<file path="src/rtl/lrukv_pkg.sv">
package lrukv_pkg;

    localparam int DEF_ENTRIES    = 16;
    localparam int DEF_KEY_BITS   = 16;
    localparam int DEF_VALUE_BITS = 32;

    localparam int          CAP_BITS  = 5;
    localparam logic [4:0]  CAP_RESET = 5'd16;

    localparam logic OP_GET = 1'b0;
    localparam logic OP_PUT = 1'b1;

    // controller -> datapath
    typedef struct packed {
        logic capture;     // latch request word, start key scan
        logic update;      // apply write / recency update for latched request
        logic read_value;  // load value of hit entry into read register
    } t_ctl_cmd;

    // datapath -> controller
    typedef struct packed {
        logic scan_done;   // last entry compared this cycle
        logic is_get;      // latched request is a lookup
    } t_dp_status;

endpackage

</file>
<file path="src/rtl/lrukv_dp.sv">
module lrukv_dp
    import lrukv_pkg::*;
#(
    parameter int ENTRIES    = DEF_ENTRIES,
    parameter int KEY_BITS   = DEF_KEY_BITS,
    parameter int VALUE_BITS = DEF_VALUE_BITS
) (
    input  logic                         i_clk,
    input  logic                         i_rst_n,
    input  t_ctl_cmd                     i_cmd,
    output t_dp_status                   o_status,
    input  logic                         i_op,
    input  logic [KEY_BITS-1:0]          i_key,
    input  logic signed [VALUE_BITS-1:0] i_value,
    input  logic                         i_cfg_wr,
    input  logic [CAP_BITS-1:0]          i_cfg_data,
    output logic                         o_hit,
    output logic signed [VALUE_BITS-1:0] o_read_value
);

    localparam int IW = (ENTRIES > 1) ? $clog2(ENTRIES) : 1;
    localparam int UW = $clog2(ENTRIES + 1);

    // configuration
    logic [CAP_BITS-1:0] r_cap;

    // latched request
    logic                  r_op;
    logic [KEY_BITS-1:0]   r_key;
    logic [VALUE_BITS-1:0] r_value;

    // entry state
    logic [KEY_BITS-1:0]   r_key_mem [ENTRIES];
    logic [VALUE_BITS-1:0] r_val_mem [ENTRIES];
    logic [ENTRIES-1:0]    r_valid;
    logic [IW-1:0]         r_rank [ENTRIES];
    logic [UW-1:0]         r_used;

    // scan pipeline: issue stage reads key memory, check stage compares
    logic                  r_scan_on;
    logic [IW-1:0]         r_scan_addr;
    logic                  r_chk_on;
    logic                  r_chk_last;
    logic [IW-1:0]         r_chk_idx;
    logic                  r_chk_valid;
    logic [IW-1:0]         r_chk_rank;
    logic [KEY_BITS-1:0]   r_key_q;

    // scan results
    logic                  r_hit;
    logic [IW-1:0]         r_hit_idx;
    logic [IW-1:0]         r_hit_rank;
    logic                  r_free_found;
    logic [IW-1:0]         r_free_idx;
    logic                  r_vict_found;
    logic [IW-1:0]         r_vict_idx;
    logic [IW-1:0]         r_vict_rank;

    logic [VALUE_BITS-1:0] r_val_q;

    // update controls
    logic [UW-1:0] eff_cap;
    logic          room;
    logic [IW-1:0] tgt_idx;
    logic [IW-1:0] old_rank;
    logic          age_all;
    logic          do_touch;
    logic          wr_key;
    logic          wr_val;
    logic          set_valid;

    always_ff @(posedge i_clk) begin
        if (!i_rst_n) begin
            r_cap <= CAP_RESET;
        end else if (i_cfg_wr) begin
            r_cap <= i_cfg_data;
        end
    end

    // capacity zero acts as one, large values saturate
    always_comb begin
        if (r_cap == '0) begin
            eff_cap = UW'(1);
        end else if (int'(r_cap) > ENTRIES) begin
            eff_cap = UW'(ENTRIES);
        end else begin
            eff_cap = UW'(r_cap);
        end
    end

    assign room = (r_used < eff_cap);

    always_ff @(posedge i_clk) begin
        if (i_cmd.capture) begin
            r_op    <= i_op;
            r_key   <= i_key;
            r_value <= i_value;
        end
    end

    always_ff @(posedge i_clk) begin
        if (!i_rst_n) begin
            r_scan_on    <= 1'b0;
            r_scan_addr  <= '0;
            r_chk_on     <= 1'b0;
            r_chk_last   <= 1'b0;
            r_hit        <= 1'b0;
            r_free_found <= 1'b0;
            r_vict_found <= 1'b0;
        end else begin
            if (i_cmd.capture) begin
                r_scan_on    <= 1'b1;
                r_scan_addr  <= '0;
                r_hit        <= 1'b0;
                r_free_found <= 1'b0;
                r_vict_found <= 1'b0;
            end else if (r_scan_on) begin
                r_scan_addr <= r_scan_addr + 1'b1;
                if (r_scan_addr == IW'(ENTRIES - 1)) begin
                    r_scan_on <= 1'b0;
                end
            end
            r_chk_on   <= r_scan_on && !i_cmd.capture;
            r_chk_last <= (r_scan_addr == IW'(ENTRIES - 1));

            if (r_chk_on) begin
                if (r_chk_valid && r_key_q == r_key && !r_hit) begin
                    r_hit <= 1'b1;
                end
                if (!r_chk_valid && !r_free_found) begin
                    r_free_found <= 1'b1;
                end
                if (r_chk_valid && (!r_vict_found || r_chk_rank > r_vict_rank)) begin
                    r_vict_found <= 1'b1;
                end
            end
        end
    end

    always_ff @(posedge i_clk) begin
        if (r_scan_on) begin
            r_chk_idx   <= r_scan_addr;
            r_chk_valid <= r_valid[r_scan_addr];
            r_chk_rank  <= r_rank[r_scan_addr];
        end
        if (r_chk_on) begin
            if (r_chk_valid && r_key_q == r_key && !r_hit) begin
                r_hit_idx  <= r_chk_idx;
                r_hit_rank <= r_chk_rank;
            end
            if (!r_chk_valid && !r_free_found) begin
                r_free_idx <= r_chk_idx;
            end
            if (r_chk_valid && (!r_vict_found || r_chk_rank > r_vict_rank)) begin
                r_vict_idx  <= r_chk_idx;
                r_vict_rank <= r_chk_rank;
            end
        end
    end

    always_comb begin
        tgt_idx   = r_hit_idx;
        old_rank  = r_hit_rank;
        age_all   = 1'b0;
        do_touch  = 1'b0;
        wr_key    = 1'b0;
        wr_val    = 1'b0;
        set_valid = 1'b0;
        if (i_cmd.update) begin
            if (r_hit) begin
                do_touch = 1'b1;
                wr_val   = (r_op == OP_PUT);
            end else if (r_op == OP_PUT) begin
                if (room) begin
                    // fill a free slot, every other live entry ages
                    tgt_idx   = r_free_idx;
                    age_all   = 1'b1;
                    set_valid = 1'b1;
                    do_touch  = 1'b1;
                    wr_key    = 1'b1;
                    wr_val    = 1'b1;
                end else if (r_vict_found) begin
                    tgt_idx  = r_vict_idx;
                    old_rank = r_vict_rank;
                    do_touch = 1'b1;
                    wr_key   = 1'b1;
                    wr_val   = 1'b1;
                end
            end
        end
    end

    always_ff @(posedge i_clk) begin
        if (wr_key) begin
            r_key_mem[tgt_idx] <= r_key;
        end
        if (r_scan_on) begin
            r_key_q <= r_key_mem[r_scan_addr];
        end
    end

    always_ff @(posedge i_clk) begin
        if (wr_val) begin
            r_val_mem[tgt_idx] <= r_value;
        end
        if (i_cmd.read_value) begin
            r_val_q <= r_val_mem[r_hit_idx];
        end
    end

    always_ff @(posedge i_clk) begin
        if (!i_rst_n) begin
            r_valid <= '0;
            r_used  <= '0;
            for (int i = 0; i < ENTRIES; i++) begin
                r_rank[i] <= '0;
            end
        end else begin
            if (set_valid) begin
                r_valid[tgt_idx] <= 1'b1;
                r_used           <= r_used + 1'b1;
            end
            if (do_touch) begin
                for (int i = 0; i < ENTRIES; i++) begin
                    if (IW'(i) == tgt_idx) begin
                        r_rank[i] <= '0;
                    end else if (r_valid[i] && (age_all || r_rank[i] < old_rank)) begin
                        r_rank[i] <= r_rank[i] + 1'b1;
                    end
                end
            end
        end
    end

    assign o_status.scan_done = r_chk_on && r_chk_last;
    assign o_status.is_get    = (r_op == OP_GET);

    assign o_hit        = r_hit;
    assign o_read_value = r_hit ? r_val_q : '0;

    a_used_matches_valid: assert property (@(posedge i_clk) disable iff (!i_rst_n)
        $countones(r_valid) == int'(r_used))
        else $error("used count out of step with valid bits");

    a_used_bound: assert property (@(posedge i_clk) disable iff (!i_rst_n)
        int'(r_used) <= ENTRIES)
        else $error("used count above entry count");

    a_done_after_issue: assert property (@(posedge i_clk) disable iff (!i_rst_n)
        o_status.scan_done |-> !r_scan_on)
        else $error("scan finished while still issuing");

    a_hit_is_live: assert property (@(posedge i_clk) disable iff (!i_rst_n)
        (i_cmd.update && r_hit) |-> r_valid[r_hit_idx])
        else $error("hit on an invalid entry");

endmodule

</file>
<file path="src/rtl/lrukv_ctrl.sv">
module lrukv_ctrl
    import lrukv_pkg::*;
(
    input  logic       i_clk,
    input  logic       i_rst_n,
    input  logic       start,
    output logic       busy,
    output logic       o_strobe,
    output t_ctl_cmd   o_cmd,
    input  t_dp_status i_status
);

    localparam logic [2:0] ST_IDLE   = 3'd0;
    localparam logic [2:0] ST_SCAN   = 3'd1;
    localparam logic [2:0] ST_DECIDE = 3'd2;
    localparam logic [2:0] ST_RESP   = 3'd3;

    logic [2:0] r_state;
    logic [2:0] n_state;

    always_comb begin
        n_state          = r_state;
        o_cmd.capture    = 1'b0;
        o_cmd.update     = 1'b0;
        o_cmd.read_value = 1'b0;
        unique case (r_state)
            ST_IDLE: begin
                if (start) begin
                    o_cmd.capture = 1'b1;
                    n_state       = ST_SCAN;
                end
            end
            ST_SCAN: begin
                if (i_status.scan_done) begin
                    n_state = ST_DECIDE;
                end
            end
            ST_DECIDE: begin
                o_cmd.update     = 1'b1;
                o_cmd.read_value = i_status.is_get;
                n_state          = i_status.is_get ? ST_RESP : ST_IDLE;
            end
            ST_RESP: begin
                n_state = ST_IDLE;
            end
            default: begin
                n_state = ST_IDLE;
            end
        endcase
    end

    always_ff @(posedge i_clk) begin
        if (!i_rst_n) begin
            r_state <= ST_IDLE;
        end else begin
            r_state <= n_state;
        end
    end

    assign busy     = (r_state != ST_IDLE);
    assign o_strobe = (r_state == ST_RESP);

    a_resp_after_decide: assert property (@(posedge i_clk) disable iff (!i_rst_n)
        (r_state == ST_RESP) |-> ($past(r_state) == ST_DECIDE))
        else $error("response without a decide cycle");

    a_scan_exit: assert property (@(posedge i_clk) disable iff (!i_rst_n)
        (r_state == ST_SCAN && i_status.scan_done) |=> (r_state == ST_DECIDE))
        else $error("scan completion not followed by decide");

    a_done_only_in_scan: assert property (@(posedge i_clk) disable iff (!i_rst_n)
        i_status.scan_done |-> (r_state == ST_SCAN))
        else $error("scan completion outside scan state");

endmodule

</file>
<file path="src/rtl/lru_key_value_cache.sv">
// A lookup word returns its result after the key scan and the decide state, in the response state.
// A new word is taken only from idle, once the previous word has finished;
// the key scan reads one entry per cycle through the single key memory port.
// The result strobe is high for one cycle and cannot be stalled by the receiver.
// Reset (synchronous, active low) clears all valid bits, ranks and the used count;
// capacity returns to 16. Key and value memories are not cleared.
module lru_key_value_cache
    import lrukv_pkg::*;
#(
    parameter int ENTRIES    = DEF_ENTRIES,
    parameter int KEY_BITS   = DEF_KEY_BITS,
    parameter int VALUE_BITS = DEF_VALUE_BITS
) (
    input  logic                         i_clk,
    input  logic                         i_rst_n,
    input  logic                         start,
    output logic                         busy,
    input  logic                         i_op,
    input  logic [KEY_BITS-1:0]          i_key,
    input  logic signed [VALUE_BITS-1:0] i_value,
    output logic                         o_strobe,
    output logic                         o_hit,
    output logic signed [VALUE_BITS-1:0] o_read_value,
    input  logic                         i_cfg_valid,
    output logic                         o_cfg_ready,
    input  logic [CAP_BITS-1:0]          i_cfg_data
);

    t_ctl_cmd   cmd;
    t_dp_status status;

    assign o_cfg_ready = 1'b1;

    lrukv_ctrl u_ctrl (
        .i_clk    (i_clk),
        .i_rst_n  (i_rst_n),
        .start    (start),
        .busy     (busy),
        .o_strobe (o_strobe),
        .o_cmd    (cmd),
        .i_status (status)
    );

    lrukv_dp #(
        .ENTRIES    (ENTRIES),
        .KEY_BITS   (KEY_BITS),
        .VALUE_BITS (VALUE_BITS)
    ) u_dp (
        .i_clk        (i_clk),
        .i_rst_n      (i_rst_n),
        .i_cmd        (cmd),
        .o_status     (status),
        .i_op         (i_op),
        .i_key        (i_key),
        .i_value      (i_value),
        .i_cfg_wr     (i_cfg_valid && o_cfg_ready),
        .i_cfg_data   (i_cfg_data),
        .o_hit        (o_hit),
        .o_read_value (o_read_value)
    );

endmodule

</file>
<file path="config.mk">
export PLATFORM = sky130hd
export DESIGN_NAME = lru_key_value_cache
export DESIGN_NICKNAME = d
export VERILOG_FILES = /design/src/rtl/lrukv_pkg.sv /design/src/rtl/lrukv_dp.sv /design/src/rtl/lrukv_ctrl.sv /design/src/rtl/lru_key_value_cache.sv
export SDC_FILE = /design/constraint.sdc
export NUM_CORES = 1
export LEC_CHECK = 0
export BUFFER_PORTS_ARGS = -buffer_cell sky130_fd_sc_hd__buf_2
export CORE_AREA = 2 2 292 294
export DETAILED_ROUTE_END_ITERATION = 8
export DIE_AREA = 0 0 294 296
export GPL_TIMING_DRIVEN = 0
export RECOVER_POWER = 100
export SYNTH_ARGS = -nofsm -noshare
export SYNTH_HDL_FRONTEND = slang
export SYNTH_SLANG_ARGS = --single-unit
</file>
<file path="constraint.sdc">
create_clock -name i_clk -period 6.05 [get_ports i_clk]
set_clock_uncertainty 0.2 [all_clocks]
set_input_delay 0.605 -clock i_clk [delete_from_list [all_inputs] [get_ports i_clk]]
set_output_delay 0.605 -clock i_clk [all_outputs]
set_load 0.01 [all_outputs]
</file>
# Word level (Yosys, flattened, before mapping)
# Memories as Yosys holds them, arrays and structs flattened. A register that Yosys moved wholly into a read port is not among the register bits.
# Cells that the tools add are included.
[word_totals]
n_memories = 3
reg_bits = 113
mem_bits_rw = 832
in_bits = 58
word_cells = 405
out_inout_bits = 36
[op_classes]
n_mux = 230
eq_ne = 22
n_reduce_logical = 54
order_cmp = 22
bitwise = 35
n_addsub = 18
[memory_table]
columns = ["name", "words", "width", "rd", "rd_ports_with_merged_regs", "write_ports", "line", "rtl"]
rows = [
  ["u_dp.r_val_mem", 16, 32, 1, 1, 1, "lrukv_dp.sv:34", "logic [VALUE_BITS-1:0] r_val_mem [ENTRIES];"],
  ["u_dp.r_key_mem", 16, 16, 1, 1, 1, "lrukv_dp.sv:33", "logic [KEY_BITS-1:0] r_key_mem [ENTRIES];"],
  ["u_dp.r_rank", 16, 4, 17, 1, 16, "lrukv_dp.sv:36", "logic [IW-1:0] r_rank [ENTRIES];"],
]
[op_table]
columns = ["cell", "n"]
rows = [
  ["two-way mux 1 bit", 178],
  ["two-way mux 4 bit", 42],
  ["adder 4 x 1 -> 4 bit, second input constant", 17],
  ["< comparator 4 bit", 16],
  ["equality test 4 bit, first input constant", 8],
  ["two-way mux 32 bit", 1],
  ["OR 1 bit", 32],
  ["logical AND 1 bit", 23],
  ["logical OR 1 bit", 17],
  ["equality test 16 bit", 1],
  ["equality test 3 x 4 -> 1 bit, first input constant", 4],
  ["OR 16 bit", 1],
  ["< comparator 4 x 5 -> 1 bit, second input constant", 2],
  ["two-way mux 5 bit", 2],
  ["one-hot mux 3 bit (3 select lines)", 1],
  ["equality test 2 x 4 -> 1 bit, first input constant", 2],
  ["AND reduction 2 bit", 4],
  ["equality test 3 x 2 -> 1 bit, second input constant", 2],
  ["two-way mux 3 bit", 2],
  ["adder 5 x 1 -> 5 bit, second input constant", 1],
  ["greater-than comparator 5 bit, second input constant", 1],
  ["logical NOT 1 bit", 5],
  ["logical NOT 5 bit", 1],
  ["< comparator 5 bit", 1],
  ["other kinds (14)", 17],
]

# Depth between registers and ports, before layout
# Gate-level depths: netlist (run 1).
[depth]
depth_word = 17
mapped_depth = 15
depth_no_buf = 15

# Cells and area by module
# Synthesis (run 1) repeated with hierarchy kept, for this count alone.
[unflattened]
cells_unflattened = 1940
hier_area_um2 = 39761.9
[by_module_without_submodules]
columns = ["module", "seq_area_each_um2", "cells_each", "area_per_inst_um2", "instances"]
rows = [
  ["lrukv_dp", 29488.3, 1924, 39630.5, 1],
  ["lrukv_ctrl", 40.0, 14, 120.1, 1],
  ["lru_key_value_cache", 0.0, 2, 11.3, 1],
]

# Worst setup path before layout (run 1)
# Ideal clock, no wire load.
[synth_timing]
kind = "reg-to-reg"
start = "register u_dp.r_cap[4]"
end = "memory u_dp.r_rank[15][0] (netlist name) (enable)"
setup_slack_ps = 1857
setup_time_ps = 361
stages_incl_launch_ff = 15
arrival_time_ps = 3632
path_buffers = 0
cell_sequence = "dfxtp_1 > inv_1 > nand2_1 > ha_1 > nand4_2 > a21oi_4 > a21oi_4 > nor2_1 > mux2i_1 > ha_1 > o21a_1 > o211ai_1 > o221a_2 > nor2_1 > o21ai_0"
[synth_rtl]
columns = ["item", "line", "rtl"]
rows = [
  ["from (decl)", "lrukv_dp.sv:25", "logic [CAP_BITS-1:0] r_cap;"],
  ["from (signal assigned)", "lrukv_dp.sv:76", "r_cap <= i_cfg_data;"],
  ["to (decl)", "lrukv_dp.sv:36", ""],
]

# Worst setup path after layout (run 1)
[layout_timing]
start = "register u_dp.r_cap[4]"
end = "memory u_dp.r_key_mem[10][13] (netlist name) (enable)"
[layout_via]
elab_chain_cells = 10
word_cells_on_any_way = 15
cone_classes = "order compare: 2; mux: 12; reduce/logical: 1"
[layout_rtl]
columns = ["item", "line", "rtl"]
rows = [
  ["greater-than comparator 5 bit", "lrukv_dp.sv:84", "end else if (int'(r_cap) > ENTRIES) begin"],
  ["two-way mux 5 bit", "lrukv_dp.sv:84", ""],
  ["two-way mux 5 bit (*)", "lrukv_dp.sv:82", "if (r_cap == '0) begin"],
  ["< comparator 5 bit (*)", "lrukv_dp.sv:91", "assign room = (r_used < eff_cap);"],
  ["two-way mux 1 bit", "lrukv_dp.sv:174", "if (room) begin"],
  ["two-way mux 1 bit", "lrukv_dp.sv:173", "end else if (r_op == OP_PUT) begin"],
  ["two-way mux 1 bit", "lrukv_dp.sv:170", "if (r_hit) begin"],
  ["two-way mux 1 bit", "lrukv_dp.sv:169", "if (i_cmd.update) begin"],
  ["two-way mux 1 bit", "lrukv_dp.sv:194", "if (wr_key) begin"],
  ["two-way mux 1 bit (not written as such)", "lrukv_dp.sv:195", "r_key_mem[tgt_idx] <= r_key;"],
  ["to (decl)", "lrukv_dp.sv:33", ""],
]
# Mark *: on every way between the ends. The rest lies on a longest branch, timed or not.

==> results of run 1 <==
==> cell type report <==
class | instances | area, um2 | share of cell area
Timing Repair Buffer | 183 | 1424 | 0.03097
Clock buffer | 136 | 2743 | 0.05965
Inverter | 23 | 87.58 | 0.001905
Multi-Input combinational cell | 829 | 9921 | 0.2158
Buffer | 87 | 356.6 | 0.007756
Tap cell | 1090 | 1364 | 0.02966
Clock inverter | 56 | 551.8 | 0.01200
Sequential cell | 996 | 29530 | 0.6423
==> cell families (layout without fill, tap and decap cells) <==
kind of cell / count (synthesis) / after routing
other cells: 1 / 1
xor+xnor: 55 / 55
simple gates: 280 / 280
buf+inv: 110 / 485
mux: 277 / 277
flops: 996 / 996
fa+ha+maj: 74 / 74
compound gates: 142 / 142
==> Yosys cell counts, types with 2 or more instances <==
cell type and count:
mux2i_1 12, o21ai_0 28, nand2_1 25, edfxtp_1 958, xnor2_1 33, nor3_1 2
o2111ai_1 4, nor2_1 137, a21o_1 9, o2111ai_2 2, o211ai_1 13, and3b_1 2
mux4_2 265, nand3b_4 3, o21a_2 2, ha_1 74, a21oi_1 17, buf_1 18
a21oi_4 4, o21ai_1 2, buf_2 7, a21oi_2 4, clkbuf_1 57, a221oi_1 5
o31ai_1 5, nand3_1 23, dfxtp_1 38, a211oi_1 11, inv_1 22, o21a_1 25
nand2b_1 6, buf_6 3, nor4_1 2, or3_1 5, and2_1 43, o211ai_2 4
xor2_1 22, nand4_1 22, nor2b_1 3
==> critical path: cells and delay by family (launching register included) <==
| family | cells | cell delay, ns |
|---|---|---|
| buffers and inverters | 3 | 1.10 |
| DFF | 1 | 0.32 |
| AOI/OAI and AO/OA | 5 | 1.44 |
| adders and majority gates | 1 | 0.30 |
| and+or+nand+nor | 3 | 1.49 |
==> path summary, 6_finish.rpt <==
path,slack (ns),end,cells past startpoint
setup / recovery,0.83,u_dp.r_key_mem[10][13]$_DFFE_PP_,12
hold / removal,0.15,u_dp.r_cap[4]$_SDFFE_PN1P_,2
setup reg to reg,0.83,u_dp.r_key_mem[10][13]$_DFFE_PP_,12
hold reg to reg,0.24,u_dp.r_chk_idx[2]$_DFFE_PP_,0
==> routing by layer <==
| layer | share of wire | vias up | global-route usage |
|---|---|---|---|
| li1 | - | 8572 | - |
| met1 | 0.41 | 10380 | 0.2819 |
| met2 | 0.51 | 623 | 0.3732 |
| met3 | 0.055 | 175 | 0.03597 |
| met4 | 0.027 | 0 | 0.06135 |
| met5 | 0 | - | 0 |
==> through the flow <==
stage	area (um2)	power, W	utilization	TNS [ns]
3_5_place_dp	42630	0.008119	0.5062	0
4_1_cts	46460	0.01429	0.5517	0
3_3_place_gp	41720	0.008097	0.4954	-195.78
2_1_floorplan	39910	0.007984	-	0
5_1_grt	45980	0.01459	0.5460	0
6_report	45980	0.01417	0.5460	0
==> repair_timing <==
| item | 4_1_cts | 5_1_grt |
|---|---|---|
| hold buffers | 54 | 0 |
| resized for setup | 0 | 0 |
| endpoints found under the hold margin | 54 | 0 |
| buffers inserted | 0 | 0 |
==> cell usage in the layout, fill, tap and decap left out, types with 23 or more instances in the layout <==
cell type and count:
nand2_1 25, buf_2 66, and2_0 26, clkbuf_16 104, clkinv_1 27, mux4_2 265, nor2_1 124, dfxtp_1 38
nand3_1 23, o21a_1 25, xnor2_1 33, edfxtp_1 958, ha_1 74, dlygate4sd3_1 54, clkbuf_1 144, o21ai_0 28
==> power breakdown <==
group	switching, W	total, W	internal [W]
Clock	0.00263	0.00617	0.00355
Combinational	0.000138	0.000275	0.000137
Sequential	0.000109	0.00772	0.00761
Total	0.00287	0.0142	0.0113
==> registers in the layout, indices dropped and copies added, names as in the netlist, 5 cells and up <==
register and cells:
u_dp.r_val_q 32, u_dp.r_key_mem 256, u_dp.r_value 32, u_dp.r_rank 64, u_dp.r_cap 5, u_dp.r_valid 16, u_dp.r_val_mem 512, u_dp.r_used 5
u_dp.r_key_q 16, u_dp.r_key 16
==> results.sh, run 1 <==
export IMPL_outcome="finished with violations"
export IMPL_violations="max-capacitance violations, max-slew violations"
export IMPL_start_util=0.4739
export IMPL_cts_tree="done"
export IMPL_routedWlPerCell_um=27.06
export IMPL_postRouteAntennaNets=0
export IMPL_stdcell_count=3400
export IMPL_fillers=6433
export IMPL_clock_latency_ns=0.68
export IMPL_drc=0
export IMPL_synthTopCellsByArea="edfxtp_1 72%, mux4_2 15%, ha_1 2.3%, dfxtp_1 1.9%, nor2_1 1.3%"
export IMPL_rsz0062_at_grt="false"
export IMPL_yosys_area_share_adder=0.02320
export IMPL_max_cap_violations=6
export IMPL_die_h_um=296
export IMPL_hold_path_class="input port to flop"
export IMPL_synthArstFlopShare=0
export IMPL_grt_pass1_vias=20660
export IMPL_place_ws_ns=1.268
export IMPL_grtUsageTotal=0.2152
export IMPL_synth_area_per_cell_um2=20.62
export IMPL_core_region_area_um2=84210
export IMPL_crit_arrival_ns=5.29
export IMPL_slew_violations=94
export IMPL_min_from="i_cfg_valid"
export IMPL_die_area_um2=87020
export IMPL_ys_seq_elements=996
export IMPL_worst_setup_path_start_kind="flop"
export IMPL_power_density_nw_per_um2=308.1
export IMPL_cp_data_required_time_ns=6.13
export IMPL_synth_edf_count=958
export IMPL_leakagePower_nw=14.68
export IMPL_ys_flop_type="edfxtp_1"
export IMPL_synth_top_area_frac=0.7209
export IMPL_crit_type="flop to flop"
export IMPL_vias_per_cell=5.810
export IMPL_synth_top_family_by_area="multiplexers"
export IMPL_grt_overflow_total=0
export IMPL_synth_cell_types=57
export IMPL_grt_start_max_net_pins=42
export IMPL_crit_start="u_dp.r_cap[4]$_SDFFE_PN1P_"
export IMPL_cts_htree_levels=3
export IMPL_synthMuxAreaShare=0.1526
export IMPL_fin_ws_ns=0.8338
export IMPL_slew_limit_headroom=-1.474
export IMPL_cts_sinks=996
export IMPL_finalWeightedCongestion=0.8040
export IMPL_synthXorXnorAreaFrac=0.01207
export IMPL_drtIter0Drc=1737
export IMPL_worstPathCellList="inv_1, nand2_1, ha_1, a21oi_1, o211ai_1, a21oi_1, a21oi_1, clkbuf_1, a21oi_1, nand4_1, nor2_1, clkbuf_1"
export IMPL_io_buffers=90
export IMPL_n_antenna_cell=0
export IMPL_rows=107
export IMPL_cts_inserted_buffers=104
export IMPL_tightest_slew_ns=3.712
export IMPL_fmax_ghz=0.1917
export IMPL_synthCells=1935
export IMPL_crit_path_end_kind="flop"
export IMPL_ys_warn_count=0
export IMPL_vias=19750
export IMPL_setup_violations=0
export IMPL_first_pass_iters=5
export IMPL_die_w_um=294
export IMPL_finalWirelength_um=92020
export IMPL_synthesis_area_um2=39910
export IMPL_cp_slowest_cell="nor2_1"
export IMPL_place_hpwl_um=60570
export IMPL_hold_ws_ns=0.1500
export IMPL_ctsLongestPathBuffers=3
export IMPL_slowest_delay_ns=0.81
export IMPL_finalHoldViolCount=0
export IMPL_fin_crit_ns=5.216
export IMPL_fin_nets=2356
export IMPL_syn_num_nets=2067
export IMPL_cts_root_buffer="clkbuf_16"
export IMPL_syn_to_final_growth_pct=15.21
export IMPL_dp_cells=3154
export IMPL_synth_yosys_seq_area_share=0.7399
export IMPL_crit_top_cell="a21oi_1"
export IMPL_fin_crit_sh=0.8622
export IMPL_crit_path_max_fanout=10
export IMPL_final_layout_size_suffix_gt1_frac=0.2251
export IMPL_r2r_start="u_dp.r_cap[4]$_SDFFE_PN1P_"
export IMPL_grt_pass1_wl_um=135700
export IMPL_pin_count=94
export IMPL_yosys_area_share_simple=0.03455
export IMPL_antenna_found_initial=0
export IMPL_ir_worst_vdd_v=0.0002568
export IMPL_clkTransAtPathRegs_ns=0.06
export IMPL_synth_largest_area_cell="edfxtp_1"
export IMPL_synth_compound_area_frac=0.02627
Note: power is estimated with default switching activity, not from simulation.
==> inputs of run 2 (changes only) <==
--- a/config.mk
+++ b/config.mk
@@ -5,10 +5,10 @@
 export SDC_FILE = /design/constraint.sdc
 export NUM_CORES = 1
 export LEC_CHECK = 0
-export BUFFER_PORTS_ARGS = -buffer_cell sky130_fd_sc_hd__buf_2
 export CORE_AREA = 2 2 292 294
 export DETAILED_ROUTE_END_ITERATION = 8
 export DIE_AREA = 0 0 294 296
+export DONT_BUFFER_PORTS = 1
 export GPL_TIMING_DRIVEN = 0
 export RECOVER_POWER = 100
 export SYNTH_ARGS = -nofsm -noshare
==> run 2 against run 1 <==
- the run still ends with max-capacitance violations, max-slew violations left
- maximum frequency is 2.0% lower
- final cell count shrank 3.0%
- sequential power hardly changed
- combinational power decreased by 7%
- critical path type unchanged
- non-clock buffer count down 88
==> results.sh, run 2 (same netlist as run 1, synthesis figures left out) <==
export IMPL_p_seq_frac=0.551
export IMPL_clkPwrFrac=0.430
export IMPL_ir_worst_vdd_v=0.0002546
export IMPL_cts_tree="done"
export IMPL_slowest_delay_ns=1.32
export IMPL_grtUsageTotal=0.2140
export IMPL_final_common_cell="edfxtp_1"
export IMPL_cts_sinks=996
export IMPL_drtIter0Drc=1919
export IMPL_crit_arrival_ns=5.46
export IMPL_core_region_area_um2=84210
export IMPL_cp_top_family="simple AND/OR/NAND/NOR gates"
export IMPL_largest_register_ffs=512
export IMPL_vias=19540
export IMPL_drc=0
export IMPL_hold_path_class="input port to flop"
export IMPL_crit_path_end_kind="flop"
export IMPL_setup_violations=0
export IMPL_die_h_um=296
export IMPL_r2r_start="u_dp.r_cap[4]$_SDFFE_PN1P_"
export IMPL_grt_pass1_wl_um=134800
export IMPL_postRouteAntennaNets=0
export IMPL_leakagePower_nw=14.35
export IMPL_syn_to_final_growth_pct=14.01
export IMPL_io_buffers=0
export IMPL_tightest_slew_ns=3.664
export IMPL_reg_top3="u_dp.r_val_mem x512, u_dp.r_key_mem x256, u_dp.r_rank x64"
export IMPL_clkTransAtPathRegs_ns=0.06
export IMPL_finalInstanceArea_um2=45500
export IMPL_regMostFlops="u_dp.r_val_mem"
export IMPL_swShare=0.1992
export IMPL_routedWlPerCell_um=27.83
export IMPL_outcome="finished with violations"
export IMPL_cts_inserted_buffers=103
export IMPL_fillers=6423
export IMPL_place_hpwl_um=60080
export IMPL_crit_type="flop to flop"
export IMPL_rsz0062_at_grt="false"
export IMPL_fmax_ghz=0.1879
export IMPL_pin_count=94
export IMPL_min_from="start"
export IMPL_slew_limit_headroom=-1.443
export IMPL_clock_latency_ns=0.66
export IMPL_crit_path_max_fanout=18
export IMPL_worst_setup_path_start_kind="flop"
export IMPL_cp_num_buf_inv=3
export IMPL_fin_nets=2267
export IMPL_rows=107
export IMPL_grt_overflow_total=0
export IMPL_start_util=0.4739
export IMPL_crit_start="u_dp.r_cap[4]$_SDFFE_PN1P_"
export IMPL_worstPathCellList="inv_1, nand2_1, ha_1, a21oi_1, o211ai_1, a21oi_1, a21oi_1, clkbuf_1, a21oi_1, nand4_1, nor2_2, buf_16"
export IMPL_die_area_um2=87020
export IMPL_netSwitchingPower_w=0.002788
export IMPL_mostFrequentLayoutCells="958 x edfxtp_1, 265 x mux4_2, 123 x nor2_1"
export IMPL_final_layout_size_suffix_gt1_frac=0.2124
export IMPL_finalHoldViolCount=0
export IMPL_fin_crit_sh=0.8798
export IMPL_vias_per_cell=5.922
export IMPL_cts_root_buffer="clkbuf_16"
export IMPL_fin_crit_ns=5.323
export IMPL_p_int_w=0.01121
export IMPL_finalWirelength_um=91830
export IMPL_fin_util=0.5403
export IMPL_ctsLongestPathBuffers=3
export IMPL_slew_violations=126
export IMPL_hold_ws_ns=0.1120
export IMPL_antenna_found_initial=3
export IMPL_cp_data_required_time_ns=6.19
export IMPL_postPlaceCellArea_um2=42180
export IMPL_first_pass_iters=6
export IMPL_die_w_um=294
export IMPL_grt_start_max_net_pins=43
export IMPL_cts_htree_levels=3
export IMPL_crit_top_cell="a21oi_1"
export IMPL_combPwrFrac=0.018
export IMPL_power_density_nw_per_um2=307.7
export IMPL_cts_repair_resized=0
export IMPL_violations="max-capacitance violations, max-slew violations"
export IMPL_finalWeightedCongestion=0.8580
export IMPL_grt_pass1_vias=20460
export IMPL_p_total_w=0.01400
export IMPL_cp_slowest_cell="nor2_2"
export IMPL_max_cap_violations=6
==> run 2: cell count changes in the layout (fill, tap and decap cells not counted), moves of 5 or more <==
cell and delta:
buf_2 -60, clkbuf_1 -41, and2_0 +9, and2_1 -9
buf_8 +8, clkinv_1 -8, clkbuf_8 +5
==> run 2: area by class of cell <==
cell class / instances / area, um2 / area share
plain buffers: 87 / 356.6 / 0.007838
flip-flops and latches: 996 / 29530 / 0.6490
well taps: 1090 / 1364 / 0.02998
inverters: 23 / 87.58 / 0.001925
diodes: 1 / 2.502 / 0.00005500
multi-input cells: 829 / 9916 / 0.2179
repair buffers: 95 / 1071 / 0.02354
clock buffers: 136 / 2793 / 0.06138
clock inverters: 42 / 377.9 / 0.008305
==> run 2: path summary, 6_finish.rpt <==
kind | slack, ns | depth (start not counted) | to
worst max-delay path | 0.73 | 12 | u_dp.r_val_mem[4][9]$_DFFE_PP_
worst max register to register | 0.73 | 12 | u_dp.r_val_mem[4][9]$_DFFE_PP_
worst min register to register | 0.25 | 0 | u_dp.r_chk_idx[2]$_DFFE_PP_
worst min-delay path | 0.11 | 2 | u_dp.r_scan_on$_SDFF_PN0_
==> run 2: metrics by stage <==
stage / cells / setup slack, ns / setup TNS (ns)
after global routing: 3299 / 0.5065 / 0
after global placement: 3025 / -0.4974 / -177.23
final: 3299 / 0.7273 / 0
after CTS: 3298 / 1.294 / 0
after detailed placement: 3066 / 1.345 / 0
after floorplan: 1935 / 1.857 / 0
==> run 2: routing by layer <==
layer  part of all wire  GRT usage  vias to the layer above
met3              0.056    0.03380                      150
met4              0.024    0.06633                        4
li1                   -          -                     8395
met1               0.41     0.2854                    10390
met5            0.00029          0                        -
met2               0.51     0.3648                      602
==> run 2: power by group through the flow <==
stage	sequential, W	clock (W)	combinational [W]
finish	0.00772	0.00602	0.000257
detailed placement	0.00786	0	0.000234
global placement	0.00785	0	0.000223
global route	0.00773	0.00639	0.000280
CTS	0.00772	0.00614	0.000266
floorplan	0.00781	0	0.000169
==> run 2: what timing repair did <==
action | in CTS | in global routing
endpoints found under the hold margin | 54 | 0
setup buffers | 0 | 0
hold buffers | 54 | 0
